**src/sv/spot_pkg.sv**
```systemverilog
// Shared types and codes for the shape pair overlap test.
`default_nettype none

package spot_pkg;

  // Shape kind carried in a_kind / b_kind.
  typedef enum logic {
    KIND_CIRCLE = 1'b0,
    KIND_RECT   = 1'b1
  } kind_t;

  // Pair classification that travels along the pipeline beside the squares.
  typedef struct packed {
    logic rect_pair;  // both shapes are rectangles
    logic rect_hit;   // interval overlap on both axes
  } flags_t;

endpackage

`default_nettype wire

```
**src/sv/spot_prep.sv**
```systemverilog
// Operand selection: classify the pair and form the magnitudes to be squared.
`default_nettype none

module spot_prep #(
  parameter int COORD_WIDTH = 20
) (
  input  wire logic                          a_kind,
  input  wire logic signed [COORD_WIDTH-1:0] a_p [4],
  input  wire logic                          b_kind,
  input  wire logic signed [COORD_WIDTH-1:0] b_p [4],
  output logic             [COORD_WIDTH:0]   term [4],
  output logic             [COORD_WIDTH:0]   rad,
  output spot_pkg::flags_t                   flags
);

  localparam int MW = COORD_WIDTH + 1;

  logic signed [MW-1:0] ax [4];
  logic signed [MW-1:0] bx [4];
  logic signed [MW-1:0] cx [4];  // circle, sign extended
  logic signed [MW-1:0] rx [4];  // rectangle, sign extended
  logic                 a_circ;
  logic                 b_circ;

  // Magnitude of a difference; the most negative value maps to 2^(MW-1) unsigned.
  function automatic logic [MW-1:0] mag(input logic signed [MW-1:0] v);
    logic [MW-1:0] r;
    r = v[MW-1] ? MW'(-v) : MW'(v);
    return r;
  endfunction

  always_comb begin
    for (int i = 0; i < 4; i++) begin
      ax[i] = MW'(a_p[i]);
      bx[i] = MW'(b_p[i]);
    end
  end

  assign a_circ = (a_kind == spot_pkg::KIND_CIRCLE);
  assign b_circ = (b_kind == spot_pkg::KIND_CIRCLE);

  // Circle/rectangle roles for the mixed case.
  always_comb begin
    for (int i = 0; i < 4; i++) begin
      cx[i] = a_circ ? ax[i] : bx[i];
      rx[i] = a_circ ? bx[i] : ax[i];
    end
  end

  always_comb begin
    flags.rect_pair = !a_circ && !b_circ;
    flags.rect_hit  = (ax[0] <= bx[2]) && (ax[2] >= bx[0]) &&
                      (ax[1] <= bx[3]) && (ax[3] >= bx[1]);
    if (a_circ && b_circ) begin
      term[0] = mag(ax[0] - bx[0]);
      term[1] = mag(ax[1] - bx[1]);
      term[2] = '0;
      term[3] = '0;
      rad     = mag(ax[2] + bx[2]);
    end else begin
      // An inverted box can put the centre below min and above max at once.
      term[0] = (cx[0] < rx[0]) ? mag(rx[0] - cx[0]) : '0;
      term[1] = (cx[0] > rx[2]) ? mag(cx[0] - rx[2]) : '0;
      term[2] = (cx[1] < rx[1]) ? mag(rx[1] - cx[1]) : '0;
      term[3] = (cx[1] > rx[3]) ? mag(cx[1] - rx[3]) : '0;
      rad     = mag(cx[2]);
    end
  end

endmodule

`default_nettype wire

```
**config.mk**
```make
export PLATFORM = sky130hd
export DESIGN_NAME = spot_prep
export DESIGN_NICKNAME = d
export VERILOG_FILES = /design/src/sv/spot_pkg.sv /design/src/sv/spot_prep.sv
export SDC_FILE = /design/constraint.sdc
export NUM_CORES = 1
export LEC_CHECK = 0
export CORE_MARGIN = 1
export CORE_UTILIZATION = 55
export DETAILED_ROUTE_END_ITERATION = 12
export DONT_BUFFER_PORTS = 1
export GPL_TIMING_DRIVEN = 0
export PLACE_DENSITY_LB_ADDON = 0.12
export SYNTH_ARGS = -nofsm -noshare
export SYNTH_HDL_FRONTEND = slang
export SYNTH_SLANG_ARGS = --single-unit
export TNS_END_PERCENT = 50
```
**constraint.sdc**
```tcl
create_clock -name vclk -period 14.4
set_clock_uncertainty 0.15 [all_clocks]
set_input_delay 2.88 -clock vclk [all_inputs]
set_output_delay 2.88 -clock vclk [all_outputs]
set_load 0.03 [all_outputs]
```
# Word level (Yosys, flattened, before mapping)
# Cells that the tools add are included.
totals:
  register_bits: 0
  latch_bits: 0
  mem_bits_rw: 0
  mem_bits_ro: 0
  mem_count: 0
classes:
  add_sub_neg: 15
  mul: 0
  div_mod_pow: 0
  n_lt_le_gt_ge: 8
  eq_ne: 0
  shift: 0
  n_mux: 21
  n_bitwise: 2
  reduce_logical: 5
op_table:
  columns: ["op", "count"]
  rows:
  - ["2-to-1 mux 21 bit", 20]
  - ["negator 21 bit", 8]
  - ["2-to-1 mux 84 bit", 1]
  - ["subtractor 21 bit", 4]
  - ["greater-than comparator 21 bit", 2]
  - ["< comparator 21 bit", 2]
  - ["subtractor 20 x 20 -> 21 bit", 2]
  - ["greater-or-equal comparator 20 bit", 2]
  - ["<= comparator 20 bit", 2]
  - ["adder 20 x 20 -> 21 bit", 1]
  - ["logical AND 1 bit", 5]
  - ["inverter 1 bit", 2]

# Logic depth before layout (Yosys ltp)
logic_depth:
  ltp_word: 6
  depth_mapped: 24
  depth_no_buf: 14

# Worst setup path before layout
# No wires, ideal clock.
synth_timing:
  path_kind: "in2out"
  start: "input port a_kind"
  end: "output port term[20] (netlist name)"
  t_arrival_ps: 8215
  required_time_ps: 11370
  setup_slack_ps: 3155
  path_stages: 22
  path_buffers: 9
  cell_sequence: "buf_4 buf_4 buf_4 buf_2 buf_2 buf_2 buf_2 clkbuf_1 buf_2 mux2i_1 inv_1 ha_1 nor2b_1 o31a_1 nor3_1 o21ai_0 o211ai_1 o21a_1 nor3_1 or3_1 or4_1 nor3_1"
synth_rtl:
  columns: ["element", "line", "source"]
  rows:
  - ["start, declared", "spot_prep.sv:7", "input wire logic a_kind,"]
  - ["end, declared", "spot_prep.sv:11", "output logic [COORD_WIDTH:0] term [4],"]

==> qor.csv <==
metric,value,unit
wire_length_of_the_first_global_routing_pass,88700,um
timing.hold.worst.class,primary input to output port,
hold_buffers,0,
grt_use_met2,0.711,
syn_inst,2209,
yosysSeqAreaShare,0,
final_util,0.575,
gpl.final_weighted_congestion,0.990,
final.setup.tns,0,ns
antenna_found_initial,1,
drt-initial-drc-count,1252,
timing_max_transition_violations_final,0,
startpoint_type,primary input,
run_status,"finished, final reports clean",
ff_latch_area,0,um2
synth.net_count,2570,
drt_pass1_iterations,7,
chipHeight,167,um
globalRouteMet1Util,0.447,
route.detailed.drc,0,
layout_cells_sized_above_1,0.0575,
area.growth.synth_to_final,2.85,%
worst_hold_slack,5.89,ns
cts_resized,0,
max_slew.worst_pin.slew,1.40,ns
design.portCount,269,
crit_path_max_fanout,10,
drt-total-wl,58500,um
dpl.hpwl,50000,um
hold-path-cell-count,1,
min-delay-start,b_kind,
hold_path_end,flags[1],
post_drt_via_cell_ratio,6.70,
dp_worst_setup_slack,1.30,ns
via_count,17100,
timing_hold_violations_final,0,
drv.max_cap_violation_count,0,
powerDensity,72.8,mW/mm2
setup-violations-final,0,
maximum_ir_drop_on_the_vdd_rail,67.0,uV
stdcell_area,0.0154,mm2
post_synth_instance_area,0.0150,mm2
timing.critical_path.arrival,10.34,ns
final.setup.worst_slack,1.03,ns
die_area,0.0279,mm2
layout.sequential_cells,0,
cts_post_setup_buffers_inserted,0,
grt_max_degree,11,
yosysUniqueCellTypes,98,
end_kind,output port,
vias_in_the_first_global_route,16100,
wire_per_inst,23.0,um
yosys_warnings,0,
post-route-period-util,0.929,
core_area,0.0268,mm2
floorplan.rows,60,
die_extent_in_x,167,um
clock_buffers,0,
grt_setup_unrepaired,no,
period_needed,13.37,ns
maxClockFrequency,74.8,MHz
overflow,0,
timing_worst_setup_path_type,primary input to output port,
num_antenna_cells,0,
worst_slew_margin_rel,0.0619,
postRouteAntennaNets,0,
initial_utilization,0.559,
place_area,0.0154,mm2
average_cell_area_after_synthesis,6.78,um2
static-leakage-power,0.00669,uW
finalNetCount,2572,
grt.total_usage,0.400,
busiest_layer,met2,
io_port_bufs,0,
groute.layer.met3.usage,0.0746,
worst-endpoint-required,11.37,ns
[report_power, final]
| part | internal [uW] | switching [uW] |
|---|---|---|
| Sequential | 0 | 0 |
| Clock | 0 | 0 |
| Combinational | 368 | 753 |
| Total | 368 | 753 |
[metrics by stage]
| stage | instances | power [uW] |
|---|---|---|
| finish | 2550 | 1120 |
| global route | 2550 | 1210 |
| CTS | 2550 | 1100 |
| detailed placement | 2550 | 1090 |
| global placement | 2550 | 1080 |
| floorplan | 2209 | 892 |
[cell usage after synthesis, drive strengths merged (50+ instances only)]
cell	count	share of area
ha	194	0.16
clkbuf	64	0.016
a21oi	149	0.051
mux2i	64	0.043
nand3	51	0.017
nor3	59	0.020
nor2	199	0.050
inv	147	0.037
xnor2	123	0.072
a21o	50	0.025
nand2	169	0.042
xor2	104	0.061
o21ai	142	0.048
[cells by family after synthesis]
kind of cell | after synthesis | synth area share
and+or+nand+nor | 760 | 0.257
adders and majority gates | 199 | 0.169
other | 1 | 0.000250
muxes | 101 | 0.0706
xor gates and xnor gates | 227 | 0.133
AOI/OAI and AO/OA | 667 | 0.299
buffers and inverters | 254 | 0.0708
[layer usage]
layer | part of all wire | vias to the layer above
li1 | - | 8128
met1 | 0.38 | 7958
met2 | 0.47 | 804
met3 | 0.082 | 195
met4 | 0.064 | 0
met5 | 0 | -
[how the worst max path moves through the flow]
stage	start	end
after floorplan	a_kind	term[20]
after global placement	a_kind	term[20]
after detailed placement	a_kind	term[20]
after CTS	a_kind	term[20]
after global routing	a_kind	term[20]
final	a_kind	term[20]
[cell usage in the layout (no fill, tap or decap), types with 51 or more instances in the layout]
| cell | n |
|---|---|
| sky130_fd_sc_hd__a21oi_1 | 146 |
| sky130_fd_sc_hd__clkbuf_1 | 63 |
| sky130_fd_sc_hd__ha_1 | 194 |
| sky130_fd_sc_hd__inv_1 | 146 |
| sky130_fd_sc_hd__mux2i_1 | 64 |
| sky130_fd_sc_hd__nand2_1 | 169 |
| sky130_fd_sc_hd__nand3_1 | 51 |
| sky130_fd_sc_hd__nor2_1 | 199 |
| sky130_fd_sc_hd__nor3_1 | 58 |
| sky130_fd_sc_hd__o21ai_0 | 138 |
| sky130_fd_sc_hd__xnor2_1 | 123 |
| sky130_fd_sc_hd__xor2_1 | 103 |
[critical path, stage by stage]
cell and delay (ns):
sky130_fd_sc_hd__buf_4 0.18, sky130_fd_sc_hd__buf_4 0.24, sky130_fd_sc_hd__buf_4 0.28, sky130_fd_sc_hd__buf_2 0.37, sky130_fd_sc_hd__buf_2 0.39, sky130_fd_sc_hd__buf_2 0.36
sky130_fd_sc_hd__buf_2 0.32, sky130_fd_sc_hd__clkbuf_1 0.46, sky130_fd_sc_hd__clkbuf_1 0.66, sky130_fd_sc_hd__o21ai_0 0.45, sky130_fd_sc_hd__ha_1 0.48, sky130_fd_sc_hd__nor2b_1 0.17
sky130_fd_sc_hd__o21a_1 0.20, sky130_fd_sc_hd__o21bai_2 0.24, sky130_fd_sc_hd__a31oi_1 0.15, sky130_fd_sc_hd__o311ai_2 0.37, sky130_fd_sc_hd__nor4b_1 0.29, sky130_fd_sc_hd__nor3_1 0.14
sky130_fd_sc_hd__or3_1 0.43, sky130_fd_sc_hd__or4_1 0.52, sky130_fd_sc_hd__nor3_1 0.74
[area by class of cell]
cell class,instances,area (um2)
plain buffers,107,508
fillers,2753,11400
inverters,147,552
multi-input cells,1955,13900
well taps,341,427
Note: power is estimated with default switching activity, not from simulation.
